--- src/sv/ssc_pkg.sv ---
// Package for the subarray sum counter: field widths, defaults and the
// control bundle that rides with each item down the match chain.
// No dependencies.
package ssc_pkg;

   localparam int ELEM_W      = 16;   // input element, signed
   localparam int TARGET_W    = 24;   // target register, signed
   localparam int COUNT_W     = 16;   // match count result
   localparam int MAX_LEN_DEF = 256;  // default sequence capacity

   localparam logic [COUNT_W-1:0] COUNT_MAX = '1;

   // Control bits of an item moving through the chain.
   typedef struct packed {
      logic valid;     // stage holds an item
      logic active;    // element was taken into the store (not dropped)
      logic last;      // final element of its sequence
      logic overflow;  // sequence has dropped an element up to and including this one
   } tok_ctl_type;

endpackage

--- src/sv/ssc_drain.sv ---
// Tail of the match chain: sums per-item hits with saturation and holds
// the result item until taken. Depends on ssc_pkg.
module ssc_drain #(
   parameter int HIT_W = 9
) (
   input  logic                        clock,
   input  logic                        reset,
   output logic                        advance,
   input  ssc_pkg::tok_ctl_type        in_ctl,
   input  logic [HIT_W-1:0]            in_hits,
   output logic                        rsp_tvalid,
   input  logic                        rsp_tready,
   output logic [ssc_pkg::COUNT_W-1:0] rsp_tdata,  // [15:0] match_count
   output logic                        rsp_tuser   // [0] overflow
);
   import ssc_pkg::*;

   localparam int SUM_W = ((COUNT_W > HIT_W) ? COUNT_W : HIT_W) + 1;

   logic [COUNT_W-1:0] total_ff, total_in;
   logic               valid_ff, valid_in;
   logic [COUNT_W-1:0] data_ff, data_in;
   logic               user_ff, user_in;

   logic [SUM_W-1:0]   sum;
   logic [COUNT_W-1:0] sum_sat;

   assign advance = !valid_ff || rsp_tready;
   assign sum     = SUM_W'(total_ff) + SUM_W'(in_hits);
   assign sum_sat = (sum > SUM_W'(COUNT_MAX)) ? COUNT_MAX : sum[COUNT_W-1:0];

   always_comb begin
      total_in = total_ff;
      valid_in = valid_ff;
      data_in  = data_ff;
      user_in  = user_ff;
      if (advance) begin
         valid_in = 1'b0;
         if (in_ctl.valid) begin
            if (in_ctl.last) begin
               valid_in = 1'b1;
               data_in  = sum_sat;
               user_in  = in_ctl.overflow;
               total_in = '0;
            end else begin
               total_in = sum_sat;
            end
         end
      end
   end

   always_ff @(posedge clock) begin
      if (reset) begin
         total_ff <= '0;
         valid_ff <= 1'b0;
      end else begin
         total_ff <= total_in;
         valid_ff <= valid_in;
      end
      data_ff <= data_in;
      user_ff <= user_in;
   end

   assign rsp_tvalid = valid_ff;
   assign rsp_tdata  = data_ff;
   assign rsp_tuser  = user_ff;

endmodule

--- config.mk ---
export PLATFORM = sky130hd
export DESIGN_NAME = ssc_drain
export DESIGN_NICKNAME = d
export VERILOG_FILES = /design/src/sv/ssc_pkg.sv /design/src/sv/ssc_drain.sv
export SDC_FILE = /design/constraint.sdc
export NUM_CORES = 1
export LEC_CHECK = 0
export BUFFER_PORTS_ARGS = -buffer_cell sky130_fd_sc_hd__buf_2
export CAP_MARGIN = 40
export CELL_PAD_IN_SITES_DETAIL_PLACEMENT = 0
export CELL_PAD_IN_SITES_GLOBAL_PLACEMENT = 1
export CORE_MARGIN = 2
export CORE_UTILIZATION = 40
export CTS_CLUSTER_SIZE = 25
export DETAILED_ROUTE_END_ITERATION = 8
export HOLD_SLACK_MARGIN = 0.15
export PLACE_DENSITY_LB_ADDON = 0.1
export SYNTH_ARGS = -nofsm -noshare
export SYNTH_HDL_FRONTEND = slang
export SYNTH_SLANG_ARGS = --single-unit
--- constraint.sdc ---
create_clock -name clock -period 5.6 [get_ports clock]
set_input_delay 0.84 -clock clock [delete_from_list [all_inputs] [get_ports clock]]
set_output_delay 0.84 -clock clock [all_outputs]
set_load 0.05 [all_outputs]
-- Word-level counts from Yosys, hierarchy flattened
Index checks and enable logic that the tools add are counted.
- register bits after elaboration: 34
- bits of input ports: 16
- $add $sub $neg: 1
- muxes and demuxes: 4
- order comparisons: 1
- reduce and logical (&&, ||, !) cells: 4
- operators by type and width (operator ; count):
    $mux W16 ; 2
    $add A16 B9 Y17 ; 1
    $gt A17 B16 Y1 const B ; 1
    $reduce_and A3 Y1 ; 1
    $mux W1 ; 2
    $reduce_and A2 Y1 ; 1
    $logic_not A1 Y1 ; 1
    $logic_or A1 B1 Y1 ; 1

-- Logic depth before layout (Yosys ltp)
- depth after elaboration: 4
- gate-level depth with buffers: 10

-- Least setup slack after synthesis
No wires, ideal clock.
- path kind: input to register
- start: input port in_hits[0]
- end: register total_ff[8]
- arrival: 2.820 ns
- slack: 2.664 ns
- data required time: 5.483 ns
- buffers on the path: 0
- stages on the path: 9
- cells stage by stage: ha_1 > inv_1 > fa_1 > nor2b_4 > o31a_1 > a211oi_4 > nor4_2 > or4_4 > a22o_1
- longest elaborated chain between the ends: 4
- RTL lines (item ; line ; source):
    start, declared ; ssc_drain.sv:10 ; input logic [HIT_W-1:0] in_hits,
    $add A16 B9 Y17 * ; ssc_drain.sv:29 ; assign sum = SUM_W'(total_ff) + SUM_W'(in_hits);
    $gt A17 B16 Y1 ; ssc_drain.sv:30 ; assign sum_sat = (sum > SUM_W'(COUNT_MAX)) ? COUNT_MAX : sum[COUNT_W-1:0];
    $mux W16 * ; ssc_drain.sv:30 ;
    named net sum_sat[8] ; ssc_drain.sv:26 ; logic [COUNT_W-1:0] sum_sat;
    $mux W16 * ; ssc_drain.sv:40 ; if (in_ctl.last) begin
    end signal, assigned ; ssc_drain.sv:57 ; total_ff <= total_in;
    end, declared ; ssc_drain.sv:20 ; logic [COUNT_W-1:0] total_ff, total_in;
Mark *: on every way through the listed nets, which the timed path passes. The rest lies on a longest branch.
A chain may end at the register's enable or synchronous reset.

-- Final worst setup path
- start: input port in_hits[0]
- end: register total_ff[3]
Same word-level chain as after synthesis.

==> results.sh <==
export IMPL_synthAdderAreaFrac_pct=7.50
export IMPL_synth_compound_area_share_pct=19.8
export IMPL_final_max_slew_violation_count=0
export IMPL_start_util_pct=41.2
export IMPL_p_sw_mw=0.157
export IMPL_die_w_um=70.5
export IMPL_cp_start_kind="primary input"
export IMPL_synth_top_family_by_area="compound AO/OA/AOI/OAI gates"
export IMPL_drive_gt1_share_pct=25.2
export IMPL_dominantRegCellSynth="edfxtp_1"
export IMPL_clk_pin_slew_ps=70
export IMPL_ant_nets=0
export IMPL_routed_wl_um=3790
export IMPL_cts_setup_buffers=0
export IMPL_wl_per_cell_um=14.7
export IMPL_grt_pass1_vias=1333
export IMPL_clock_latency_ps=280
export IMPL_timing_setup_tns_ps=0
export IMPL_reg2reg_depth=9
export IMPL_die_h_um=70.5
export IMPL_avgSynthCellArea_um2=10.5
export IMPL_skew_ps=4.97
export IMPL_switching_share_pct=27.7
export IMPL_layout_min_cycle_time_ps=3260
export IMPL_status="complete, no violations"
export IMPL_synthArstFlopShare_pct=0
export IMPL_htreeDepth=2
export IMPL_layout_commonest_cell="buf_2"
export IMPL_synthSimpleGateAreaFrac_pct=18.7
export IMPL_path_class="primary input to flop"
export IMPL_grt_max_degree=21
export IMPL_cts_tree="yes"
export IMPL_hpwl_um=2670
export IMPL_powerDensity_nw_per_um2=272
export IMPL_drc_errors=0
export IMPL_synth_xor_area_share_pct=3.47
export IMPL_synth_fp_nets=195
export IMPL_grt_usage_pct=16.0
export IMPL_clock_path_buffers=2
export IMPL_hold_viol_final=0
export IMPL_place_congestion=0.798
export IMPL_finalSetupViolations=0
export IMPL_rows=24
export IMPL_worstPathRequired_ps=5770
export IMPL_rsz0062_at_grt="false"
export IMPL_ctsHoldBuffers=0
export IMPL_core_um2=4290
export IMPL_synthToLayoutAreaGrowth_pct=17.9
export IMPL_syn_inst=169
export IMPL_intPower_mw=0.410
export IMPL_antenna_found_initial=0
export IMPL_synth_cell_types=39
export IMPL_worst_pin_slew_ps=821
export IMPL_drt_iter0_drc=89
export IMPL_comb_power_share_pct=18.8
export IMPL_cts_buffers=5
export IMPL_clkPwrFrac_pct=31.9
export IMPL_ir_worst_vdd_mv=0.101
export IMPL_power_leakage_nw=0.915
export IMPL_drtPass1Iterations=4
export IMPL_cts_resized=0
export IMPL_max_clock_freq_ghz=0.307
export IMPL_fin_util_pct=48.5
export IMPL_num_io_pins=35
export IMPL_ys_ff_latch=34
export IMPL_endpoint_kind="flop"
export IMPL_muxShareOfSynthArea_pct=0
export IMPL_ys_seq_area_share_pct=48.1
export IMPL_synth_edf_count=17
export IMPL_synth_warnings=0
export IMPL_drv_cap=0
export IMPL_grt_pass1_wl_um=6220
export IMPL_viasPerCell=5.48
export IMPL_fillers=430
export IMPL_final_cell_mix="buf_2 (33), edfxtp_1 (17), dfxtp_1 (17)"
export IMPL_overflow=0
export IMPL_holdPathStages=1
export IMPL_worst_hold_path_type="flop to flop"
export IMPL_seqPwrFrac_pct=49.3
export IMPL_nets=232
export IMPL_numPortBuffers=33
export IMPL_n_antenna_cell=0
export IMPL_relSlewSlack_pct=45.2
export IMPL_netlist_area_um2=1770
export IMPL_cts_sinks=34
export IMPL_dieArea_um2=4970
export IMPL_clock_root_buffer="clkbuf_8"
export IMPL_cp_arrival_ps=3430
export IMPL_fin_crit_sh_pct=58.2
export IMPL_num_vias=1415
export IMPL_worst_path_max_fanout=16
-- cells in the mapped netlist, types with 4 or more instances --
library cell	count	share of area [%]
a21o_1	4	1.7
a21oi_1	10	2.8
a22o_1	10	5.0
and3_1	5	1.8
clkbuf_1	4	0.85
dfxtp_1	17	19
edfxtp_1	17	29
ha_1	9	6.4
inv_1	6	1.3
nand2_1	13	2.8
nand2b_1	4	1.4
nand3_1	5	1.4
nor2_1	12	2.5
o21ai_0	10	2.8
xor2_1	4	2.0
-- through the flow --
stage | worst slack [ps] | hold slack, ps | power, mW | area [um^2] | std cells
4_1_cts | 2350 | 482 | 0.572 | 2080 | 258
3_5_place_dp | 2070 | 460 | 0.392 | 2000 | 251
5_1_grt | 2090 | 505 | 0.593 | 2080 | 258
2_1_floorplan | 2660 | 446 | 0.366 | 1770 | 169
3_3_place_gp | 2110 | 462 | 0.389 | 1980 | 249
6_report | 2340 | 479 | 0.567 | 2080 | 258
-- worst max-delay path, stage by stage --
cell,delay (ps)
buf_2,100
ha_1,220
inv_1,80
fa_1,240
nor2b_4,60
o31a_1,290
a211oi_4,430
nand3b_1,580
o21ai_0,310
a22o_1,270
-- sequential cells by signal, indices dropped and copies added (netlist names) --
register / count
rsp_tdata: 16
total_ff: 16
rsp_tuser: 1
rsp_tvalid: 1
-- power by group through the flow --
stage,logic [mW],registers [mW],clock network (mW)
global route,0.117,0.281,0.196
finish,0.107,0.279,0.181
floorplan,0.0564,0.310,0
detailed placement,0.107,0.285,0
global placement,0.105,0.285,0
CTS,0.107,0.280,0.185
-- worst paths after layout --
check              startpoint           to  slack [ps]
setup / recovery   in_hits[0]  total_ff[3]        2340
hold reg to reg   total_ff[3]  total_ff[3]         480
setup reg to reg  total_ff[0]  total_ff[3]        2700
hold / removal    total_ff[3]  total_ff[3]         480
-- cell families (layout without fill, tap and decap cells) --
logic type                 count (synthesis)  count (layout)
adders and majority gates                 10              10
AOI/OAI and AO/OA                         48              48
buffers and inverters                     11              48
DFF                                       34              34
xor gates and xnor gates                   7               7
and+or+nand+nor                           59              59
-- routing by layer --
metal / track usage, % / vias to the layer above / part of all wire, %
met5: 0 / - / 0
met4: 7.05 / 0 / 1.7
met3: 3.17 / 7 / 4.3
met2: 26.6 / 39 / 48
met1: 19.9 / 667 / 46
li1: - / 702 / -
-- layout make-up --
cell class | instances | area, um^2 | area share, %
well taps | 52 | 65.1 | 3.12
inverters | 6 | 22.5 | 1.08
repair buffers | 35 | 180 | 8.64
flip-flops and latches | 34 | 851 | 40.8
clock buffers | 7 | 86.3 | 4.14
multi-input cells | 124 | 880 | 42.2
(Power assumes the default switching activity.)
