==> src/sv/ssc_pkg.sv <==
// Package for the subarray sum counter: field widths, defaults and the
// control bundle that rides with each item down the match chain.
// No dependencies.
package ssc_pkg;

   localparam int ELEM_W      = 16;   // input element, signed
   localparam int TARGET_W    = 24;   // target register, signed
   localparam int COUNT_W     = 16;   // match count result
   localparam int MAX_LEN_DEF = 256;  // default sequence capacity

   localparam logic [COUNT_W-1:0] COUNT_MAX = '1;

   // Control bits of an item moving through the chain.
   typedef struct packed {
      logic valid;     // stage holds an item
      logic active;    // element was taken into the store (not dropped)
      logic last;      // final element of its sequence
      logic overflow;  // sequence has dropped an element up to and including this one
   } tok_ctl_type;

endpackage

==> src/sv/ssc_cell.sv <==
// One cell of the match chain: holds one stored prefix sum and one
// pipeline slot of the passing query. Depends on ssc_pkg.
module ssc_cell #(
   parameter int INDEX  = 0,
   parameter int PW     = 24,
   parameter int WANT_W = 25,
   parameter int CNT_W  = 9,
   parameter int HIT_W  = 9
) (
   input  logic                clock,
   input  logic                reset,
   input  logic                advance,
   input  logic                wr_en,
   input  logic [CNT_W-1:0]    wr_idx,
   input  logic [PW-1:0]       wr_data,
   input  ssc_pkg::tok_ctl_type in_ctl,
   input  logic [WANT_W-1:0]   in_want,
   input  logic [CNT_W-1:0]    in_limit,
   input  logic [HIT_W-1:0]    in_hits,
   output ssc_pkg::tok_ctl_type out_ctl,
   output logic [WANT_W-1:0]   out_want,
   output logic [CNT_W-1:0]    out_limit,
   output logic [HIT_W-1:0]    out_hits
);
   import ssc_pkg::*;

   localparam logic [CNT_W-1:0] MY_IDX = CNT_W'(INDEX);

   logic [PW-1:0]     prefix_ff;
   tok_ctl_type       ctl_ff;
   logic [WANT_W-1:0] want_ff;
   logic [CNT_W-1:0]  limit_ff;
   logic [HIT_W-1:0]  hits_ff;

   logic [WANT_W-1:0] prefix_ext;
   logic              hit;
   logic [HIT_W-1:0]  hits_in;

   assign prefix_ext = {{(WANT_W-PW){prefix_ff[PW-1]}}, prefix_ff};
   // only prefixes stored before this query belong to its window
   assign hit     = in_ctl.valid && in_ctl.active && (MY_IDX < in_limit)
                    && (prefix_ext == in_want);
   assign hits_in = hit ? in_hits + HIT_W'(1) : in_hits;

   always_ff @(posedge clock) begin
      if (wr_en && (wr_idx == MY_IDX)) begin
         prefix_ff <= wr_data;
      end
      if (reset) begin
         ctl_ff <= '0;
      end else if (advance) begin
         ctl_ff <= in_ctl;
      end
      if (advance) begin
         want_ff  <= in_want;
         limit_ff <= in_limit;
         hits_ff  <= hits_in;
      end
   end

   assign out_ctl   = ctl_ff;
   assign out_want  = want_ff;
   assign out_limit = limit_ff;
   assign out_hits  = hits_ff;

endmodule

==> config.mk <==
export PLATFORM = sky130hd
export DESIGN_NAME = ssc_cell
export DESIGN_NICKNAME = d
export VERILOG_FILES = /design/src/sv/ssc_pkg.sv /design/src/sv/ssc_cell.sv
export SDC_FILE = /design/constraint.sdc
export NUM_CORES = 1
export LEC_CHECK = 0
export BUFFER_PORTS_ARGS = -buffer_cell sky130_fd_sc_hd__buf_2
export CORE_MARGIN = 2
export CORE_UTILIZATION = 35
export CTS_BUF_LIST = sky130_fd_sc_hd__clkbuf_8 sky130_fd_sc_hd__clkbuf_16
export CTS_CLUSTER_DIAMETER = 150
export DETAILED_ROUTE_END_ITERATION = 6
export GPL_TIMING_DRIVEN = 0
export PLACE_DENSITY = 0.65
export RECOVER_POWER = 25
export SYNTH_ARGS = -nofsm -noshare
export SYNTH_HDL_FRONTEND = slang
export SYNTH_SLANG_ARGS = --single-unit
==> constraint.sdc <==
create_clock -name clock -period 4.8 [get_ports clock]
set_clock_uncertainty 0.05 [all_clocks]
set_input_delay 0.48 -clock clock [delete_from_list [all_inputs] [get_ports clock]]
set_output_delay 0.48 -clock clock [all_outputs]
set_load 0.03 [all_outputs]
# After elaboration in Yosys (flattened, before gate mapping)
# Index checks and enable logic that the tools add are counted.
[totals]
reg_bits = 71
inputBits = 84
word_cells = 17
[op_classes]
add_sub_neg = 1
magnitude_cmp = 1
n_eq_ne = 1
muxes = 1
reduce_logical = 5
[ops]
columns = ["operator", "count"]
rows = [
  ["$eq A25 B25 Y1", 1],
  ["$add A9 B1 Y9 const B", 1],
  ["$logic_not A9 Y1", 1],
  ["$lt A1 B9 Y1 const A", 1],
  ["$mux W9", 1],
  ["$logic_and A1 B1 Y1", 4],
]

# Longest topological paths before layout
# Gate-level depths: netlist of run 1.
[logic_depth]
ltp_word = 4
ltp_mapped = 5
ltp_nobuf = 5

# Worst setup path before layout of run 1
# Ideal clock, no wire load.
[synth_timing]
path_kind = "input -> register"
from = "input port in_want[23]"
to = "register hits_ff[1], in the netlist out_hits[1], data pin"
setup_ns = 0.262
t_arrival_ns = 1.786
t_required_ns = 4.488
slack_ns = 2.701
path_stages = 5
path_buffers = 0
path_cell_list = "or3_1 > a211oi_2 > nand4_4 > nor2_2 > mux2_1"
[synth_via]
elab_chain_len = 3
[synth_rtl]
columns = ["element", "line_no", "source"]
rows = [
  ["from (decl)", "ssc_cell.sv:17", "input logic [WANT_W-1:0] in_want,"],
  ["$eq A25 B25 Y1", "ssc_cell.sv:42", "&& (prefix_ext == in_want);"],
  ["$logic_and A1 B1 Y1", "ssc_cell.sv:42", ""],
  ["$mux W9", "ssc_cell.sv:43", "assign hits_in = hit ? in_hits + HIT_W'(1) : in_hits;"],
  ["via hits_in[1]", "ssc_cell.sv:37", "logic [HIT_W-1:0] hits_in;"],
  ["to (signal assigned)", "ssc_cell.sv:57", "hits_ff <= hits_in;"],
  ["to (decl)", "ssc_cell.sv:33", "logic [HIT_W-1:0] hits_ff;"],
]
# The timed path passes the listed nets, and every way through them passes these cells.
# A chain may end at the register's enable or synchronous reset.

# Final worst setup path of run 1
[layout_timing]
from = "register prefix_ff[0]"
to = "register hits_ff[1], in the netlist out_hits[1], data pin"
[layout_via]
elab_chain_len = 3
[layout_rtl]
columns = ["element", "line_no", "source"]
rows = [
  ["from (decl)", "ssc_cell.sv:29", "logic [PW-1:0] prefix_ff;"],
  ["from (signal assigned)", "ssc_cell.sv:47", "prefix_ff <= wr_data;"],
  ["$eq A25 B25 Y1", "ssc_cell.sv:42", ""],
  ["$logic_and A1 B1 Y1", "ssc_cell.sv:42", ""],
  ["$mux W9", "ssc_cell.sv:43", ""],
  ["via hits_in[1]", "ssc_cell.sv:37", ""],
]
# The timed path passes the listed nets, and every way through them passes these cells.

==> flow_summary.ini, run 1 <==
[setup_path]
path_max_fanout = 8
cp-start-kind = flop
worst-endpoint-arrival_ps = 2290
path_class = flop to flop
worst_setup_path_end_kind = flop
worstPathRequired_ps = 4830

[synth]
syn_nets = 233
synth.top_cells.by_area = edfxtp_1, xor2_1, dfxtp_1
yosys.area.top_type = edfxtp_1
synthesis.area_sq_um = 2700
synth_area_per_cell_sq_um = 18.2
synth_top_area_share_pct = 74.6
synth_seq_area_share_pct = 77.6
synth_cell_type_count = 23
syn_inst = 148
ys_ff_latch = 71
ys_warn_count = 0

[clock_tree]
path_clk_slew_ps = 80
cts_buffers = 9
cts_tree = done
clock_sinks = 71
h-tree-depth = 3
clk_latency_ps = 330
cts-resized-gates = 0
clockBufferDepth = 2
postCtsHoldBufs = 0
postCtsSetupRepairBufs = 0
cts_root_buf = clkbuf_8

[power_and_ir_drop]
power.density_nw_per_um2 = 363
swShare_pct = 24.4
finalPower_mw = 1.32
power.switching_uw = 321
p_leak_nw = 1.48
clock_power_share_pct = 33.2
pwr-share-seq_pct = 54.5
ir_worst_vdd_mv = 0.188
p_comb_share_pct = 12.3
p_int_uw = 998

[placement]
placement.cell_area_sq_um = 3470
finalWeightedCongestion = 0.776
hpwl_um = 4140
port_buffers = 130

[die]
core_region_area_sq_um = 7610
fp.dieH_um = 91.8
start_util_pct = 35.4
die_w_um = 91.8
ios = 131
die-area_sq_um = 8420
rows = 32

[final_layout]
drive_gt1_share_pct = 44.6
n_antenna_cell = 0
fin_nets = 374
syn2layout_area_growth_pct = 34.8
fillers = 704
multi_input_comb_area_sq_um = 597
final_common_cell = buf_2
layout_common_cells = buf_2, edfxtp_1, xor2_1
seq_area_sq_um = 2090
final_cell_area_sq_um = 3640

[sta]
hold_viol = 0
tns_ps = 0
tightest_slew_ps = 1030
period_minus_slack_ps = 2260
timing.fmax_mhz = 442
max-slew-margin-rel_pct = 31.0
whs_ps = 268
fin_crit_sh_pct = 47.1
setup_viol = 0
rsz0062_at_grt = false
finalMaxSlewViolations = 0

[global_route]
grt_max_degree = 45
antenna_found_initial = 0
grt.met2_usage_pct = 21.6
grtUsageTotal_pct = 12.5
overflow = 0
use_met1_pct = 14.5
top_usage_layer = met2
grt_pass1_wl_um = 7960
grt_pass1_vias = 1671
grtUsageMet3_pct = 2.71

[routing]
routed_wl_um = 5340
viasPerCell = 4.39
drt_iter0_drc = 57
wl_per_cell_um = 13.5
firstDrtPassIters = 4
drc = 0
antenna_left = 0
vias = 1739

[flow_run]
drv_cap = 0

[min_path]
hp-class = input pin to flop

[outcome]
status = finished, final reports clean
## state kept, by name, indices dropped and copies added, names as in the netlist
signal and flops:
out_ctl 4, prefix_ff 24, out_hits 9, out_limit 9
out_want 25
## cells in the mapped netlist (all sizes together)
cell     n
a211oi   1
and2     1
and3     2
and4b    1
clkbuf   1
dfxtp    4
edfxtp  67
ha       1
inv      1
mux2     1
mux2i    4
nand2    2
nand3    3
nand4    5
nor2     6
nor3     8
nor4     8
or3      1
xnor2    1
xor2    30
## per-layer routing
metal | part of all wire (%) | wire length, um | vias up
met5 | 0 | 0 | -
met4 | 1.4 | 74 | 0
met3 | 4.5 | 243 | 6
met2 | 54 | 2880 | 64
met1 | 40 | 2150 | 822
li1 | - | - | 847
## power by group through the flow
stage / Combinational [mW] / Sequential (mW) / Clock, mW
global placement: 0.164 / 0.732 / 0
finish: 0.162 / 0.719 / 0.438
floorplan: 0.0191 / 0.799 / 0
CTS: 0.166 / 0.719 / 0.457
detailed placement: 0.166 / 0.733 / 0
global route: 0.173 / 0.722 / 0.483
## final timing paths
kind | slack [ps] | from | endpoint | depth (start not counted)
setup / recovery | 2540 | prefix_ff[0] | out_hits[1] | 5
hold / removal | 270 | wr_data[7] | prefix_ff[7] | 1
setup reg to reg | 2540 | prefix_ff[0] | out_hits[1] | 5
hold reg to reg | 450 | out_ctl[1] | out_ctl[1] | 2
## kinds of logic (layout without fill, tap and decap cells)
family	count (synthesis)	after routing	share of synthesized area, %
flops	71	71	77.6
simple gates	37	37	9.23
mux	5	5	1.90
compound gates	1	1	0.464
fa+ha+maj	1	1	0.464
buf+inv	2	148	0.278
xor+xnor	31	31	10.1
## metrics by stage
stage               utilization (%)  worst slack [ps]  instances
global placement               45.7              2330        380
floorplan                         -              2700        148
CTS                            48.1              2520        396
global route                   47.8              2380        396
detailed placement             45.7              2310        380
finish                         47.8              2540        396
## layout make-up
type | instances | share of cell area, %
inverters | 1 | 0.103
clock inverters | 7 | 1.62
flip-flops and latches | 71 | 57.5
multi-input cells | 75 | 16.4
repair buffers | 130 | 17.3
plain buffers | 1 | 0.103
well taps | 102 | 3.51
clock buffers | 9 | 3.41
## critical path, stage by stage, from the launching register on
cell and delay, ps:
edfxtp_1 390, xor2_1 150, nor4_1 650, nand4_4 240, nor2_2 190, mux2_1 330
No activity file was read; power rests on OpenSTA's default activity.
==> run 2: changes to the inputs <==
clock period = 2.4 ns   (was 4.8 ns; I/O delays follow)
==> run 2 against run 1 <==
Compared with the run above: critical endpoint unchanged; via count grew 0.46%; clock power grew 100%; core utilization grew 0.082 points; largest cell class unchanged; highest routed layer unchanged; sequential share of layout area shrank 0.099 points.
==> flow_summary.ini, run 2 (same netlist as run 1, synthesis figures left out) <==
[outcome]
status = finished, final reports clean

[routing]
wl_per_cell_um = 13.5
vias = 1747
firstDrtPassIters = 4
drc = 0
routed_wl_um = 5340
viasPerCell = 4.41
drt_iter0_drc = 58
antenna_left = 0

[die]
rows = 32
start_util_pct = 35.4
die-area_sq_um = 8420
core_region_area_sq_um = 7610
die_w_um = 91.8
ios = 131
fp.dieH_um = 91.8

[final_layout]
fin_util_pct = 47.9
syn2layout_area_growth_pct = 35.1
final_cell_area_sq_um = 3640
final_common_cell = buf_2
fin_nets = 374
n_antenna_cell = 0
fillers = 705
drive_gt1_share_pct = 44.9
largest_register_ffs = 25
layout_common_cells = buf_2, edfxtp_1, xor2_1

[placement]
placement.cell_area_sq_um = 3470
finalWeightedCongestion = 0.776
port_buffers = 130
hpwl_um = 4140

[sta]
fin_crit_sh_pct = 90.8
whs_ps = 27.9
finalMaxSlewViolations = 0
hold_viol = 0
period_minus_slack_ps = 2180
rsz0062_at_grt = false
tns_ps = 0
setup_viol = 0
timing.fmax_mhz = 459
tightest_slew_ps = 1030
max-slew-margin-rel_pct = 31.0

[power_and_ir_drop]
p_leak_nw = 1.48
ir_worst_vdd_mv = 0.375
power.density_nw_per_um2 = 725

[clock_tree]
cts_buffers = 9
clk_latency_ps = 330
clockBufferDepth = 2
h-tree-depth = 3
cts_tree = done
postCtsHoldBufs = 0
clock_sinks = 71
path_clk_slew_ps = 80
cts_root_buf = clkbuf_8

[setup_path]
crit_chain = xor2_1, nor4_1, nand4_4, nor2_2, mux2_1
max_stage_delay_ps = 570
path_max_fanout = 8
worst-endpoint-arrival_ps = 2210
worstPathRequired_ps = 2430
cp-start-kind = flop
path_class = flop to flop
worst_setup_path_end_kind = flop
cp_slowest_cell = nor4_1

[flow_run]
drv_cap = 0

[global_route]
grtUsageTotal_pct = 12.5
top_usage_layer = met2
grt_max_degree = 45
overflow = 0
grt.met2_usage_pct = 21.6
use_met1_pct = 14.5
grt_pass1_vias = 1671
grt_pass1_wl_um = 7960
antenna_found_initial = 0
grtUsageMet3_pct = 2.71

[min_path]
hp-class = input pin to flop
[run 2: layout make-up]
| cell class | instances | area, sq um | area share (%) |
|---|---|---|---|
| plain buffers | 1 | 3.75 | 0.103 |
| inverters | 1 | 3.75 | 0.103 |
| clock inverters | 7 | 58.8 | 1.61 |
| multi-input cells | 75 | 603 | 16.6 |
| clock buffers | 9 | 124 | 3.40 |
| flip-flops and latches | 71 | 2090 | 57.4 |
| repair buffers | 130 | 629 | 17.3 |
| well taps | 102 | 128 | 3.50 |
[run 2: power by group]
part,switching [mW],total (mW),internal (mW)
clock network,0.411,0.877,0.465
registers,0.0144,1.44,1.42
logic,0.218,0.325,0.106
[run 2: worst paths after layout]
| kind | slack, ps | start | cells after the start | to |
|---|---|---|---|---|
| setup / recovery | 220 | prefix_ff[3] | 5 | out_hits[1] |
| hold / removal | 30 | wr_data[7] | 1 | prefix_ff[7] |
| setup reg to reg | 220 | prefix_ff[3] | 5 | out_hits[1] |
| hold reg to reg | 450 | out_ctl[1] | 2 | out_ctl[1] |
[run 2: worst max-delay path, delay by kind of cell (launching register included)]
family | cells | cell delay, ps
xor gates and xnor gates | 1 | 150
muxes | 1 | 330
and+or+nand+nor | 3 | 1010
DFF | 1 | 380
[run 2: routing by layer]
| metal | routed length (um) | share of wire (%) |
|---|---|---|
| met1 | 2150 | 40 |
| met4 | 73 | 1.4 |
| met5 | 0 | 0 |
| met2 | 2870 | 54 |
| met3 | 249 | 4.7 |
[run 2: timing repair]
item	in CTS	in global routing
setup endpoints to repair	0	1
gates resized for setup	0	1
buffers inserted	0	0
[run 2: through the flow]
stage,cells,setup slack [ps],power (mW)
finish,396,221,2.64
floorplan,148,440,1.64
global placement,380,172,1.79
global route,396,15.0,2.76
detailed placement,380,135,1.80
CTS,396,123,2.69
==> run 3: changes to the inputs <==
ABC_AREA = 1   (was default)
PLACE_DENSITY = 0.63   (was 0.65)
==> run 3 against run 2 <==
Compared with the run above: first-iteration DRC count is 26% lower; design area is 7.2% higher; sequential cell count stayed put; core utilization is 0.13 points higher; sequential share of layout area is 3.9 points lower; die area is 7.3% higher; hold slack worse by 3.9 ps; critical path type unchanged.
==> flow_summary.ini, run 3 <==
[setup_path]
path_max_fanout = 10
worstPathRequired_ps = 2450
worst-endpoint-arrival_ps = 1730
cp-start-kind = flop
cp_common_cell = nor2_1
crit_chain = nor2_1, nor2_1, nor2_1, nand3_1, nor2_4, nand3_4, nand2_1, nand2_1
cp_slowest_cell = edfxtp_1
max_stage_delay_ps = 390
path_class = flop to flop
worst_setup_path_end_kind = flop

[final_layout]
fin_nets = 457
n_antenna_cell = 0
final_common_cell = buf_2
layout_common_cells = buf_2, edfxtp_1, nand2_1
drive_gt1_share_pct = 35.0
largest_register_ffs = 25
fin_util_pct = 48.0
finalNonFillerCells = 482
syn2layout_area_growth_pct = 34.5

[synth]
syn_inst = 227
synth_area_per_cell_sq_um = 12.8
synth_seq_area_share_pct = 72.1
yosys.cell_count.top_type = edfxtp_1
syn_nets = 312
synthArstFlopShare_pct = 0
synth_cell_type_count = 22
synth.top_cells.by_area = edfxtp_1, nand2_1, nor2_1
synth_top_flop_cell = edfxtp_1
synthesis.area_sq_um = 2900
yosys.area.top_type = edfxtp_1
ys_ff_latch = 71
synth_top_area_share_pct = 69.3
ys_warn_count = 0
synth_edf_count = 67
synth_commonest_cells = edfxtp_1, nand2_1, nor2_1

[global_route]
grt_pass1_wl_um = 8780
grt_max_degree = 49
grt_pass1_vias = 1976
antenna_found_initial = 0
overflow = 0
grtUsageTotal_pct = 13.2

[placement]
finalWeightedCongestion = 0.839
port_buffers = 130
place_inst = 463
hpwl_um = 4400

[sta]
period_minus_slack_ps = 1680
whs_ps = 24.1
tightest_slew_ps = 1070
fin_crit_sh_pct = 69.9
hold_viol = 0
tns_ps = 0
timing.fmax_mhz = 596
finalMaxSlewViolations = 0
max-slew-margin-rel_pct = 29.0
setup_viol = 0
rsz0062_at_grt = false

[die]
core_region_area_sq_um = 8130
ios = 131
start_util_pct = 35.7
rows = 33
die_w_um = 95.1
die-area_sq_um = 9040
fp.dieH_um = 95.1

[routing]
vias = 2124
wl_per_cell_um = 12.1
drc = 0
drt_iter0_drc = 43
firstDrtPassIters = 4
routed_wl_um = 5820
viasPerCell = 4.41
antenna_left = 0

[clock_tree]
h-tree-depth = 3
path_clk_slew_ps = 80
clock_sinks = 71
clk_latency_ps = 340
cts_buffers = 9
cts_tree = done
clockBufferDepth = 2
cts_root_buf = clkbuf_8

[flow_run]
drv_cap = 0

[power_and_ir_drop]
finalPower_mw = 2.69
p_leak_nw = 1.69
ir_worst_vdd_mv = 0.298
power.density_nw_per_um2 = 689

[min_path]
hp-class = input pin to flop

[outcome]
status = finished, final reports clean
run 3: changes by cell type after synthesis, sizes merged, moves of 7 or more:
cell,change
nor4,-7
xnor2,+7
xor2,-18
nand2,+53
nor2,+27
inv,+17
run 3: layout make-up:
type | instances | area, sq um
inverters | 18 | 67.6
fillers | 762 | 4230
repair buffers | 134 | 668
flip-flops and latches | 71 | 2090
multi-input cells | 138 | 758
clock buffers | 9 | 124
clock inverters | 7 | 63.8
well taps | 105 | 131
run 3: report_power, final:
| group | internal, mW | switching [mW] |
|---|---|---|
| registers | 1.42 | 0.0149 |
| clock network | 0.471 | 0.433 |
| logic | 0.114 | 0.233 |
| total | 2.01 | 0.681 |
run 3: timing repair:
item | CTS | global route
setup endpoints to repair | 0 | 0
resized for setup | 0 | 0
hold buffers | 0 | 3
endpoints found under the hold margin | 0 | 3
buffers inserted | 0 | 0
run 3: cells by family (layout without fill, tap and decap cells):
kind of cell    after synthesis  in the layout  synth area share, %
simple gates                111            111                 17.6
flops                        71             71                 72.1
xor+xnor                     20             20                 6.03
buf+inv                      18            168                 2.33
compound gates                6              6                 1.55
fa+ha+maj                     1              1                0.431
run 3: worst max-delay path, delay by kind of cell, from the launching register on:
family / cells / cell delay, ps
flip-flops: 1 / 390
AND/OR/NAND/NOR: 8 / 1000
run 3: per-stage QoR:
stage          worst slack (ps)  instance area [sq um]
2_1_floorplan               125                   2910
3_3_place_gp               -601                   3690
4_1_cts                     668                   3900
5_1_grt                     568                   3910
3_5_place_dp                570                   3710
6_report                    722                   3910
run 3: worst paths after layout:
check             cells after the start            to    startpoint  slack, ps
hold / removal                        1  prefix_ff[6]    wr_data[6]         20
setup reg to reg                      8   out_hits[6]  prefix_ff[7]        720
hold reg to reg                       2    out_ctl[0]    out_ctl[0]        410
setup / recovery                      8   out_hits[6]  prefix_ff[7]        720
run 3: routing by layer:
layer | track usage [%] | share of wire [%] | routed length, um | up-vias
met5 | 0 | 0 | 0 | -
met4 | 6.52 | 2.0 | 116 | 0
met3 | 4.35 | 7.6 | 443 | 8
met2 | 22.8 | 49 | 2850 | 89
met1 | 14.4 | 41 | 2410 | 958
li1 | - | - | - | 1069
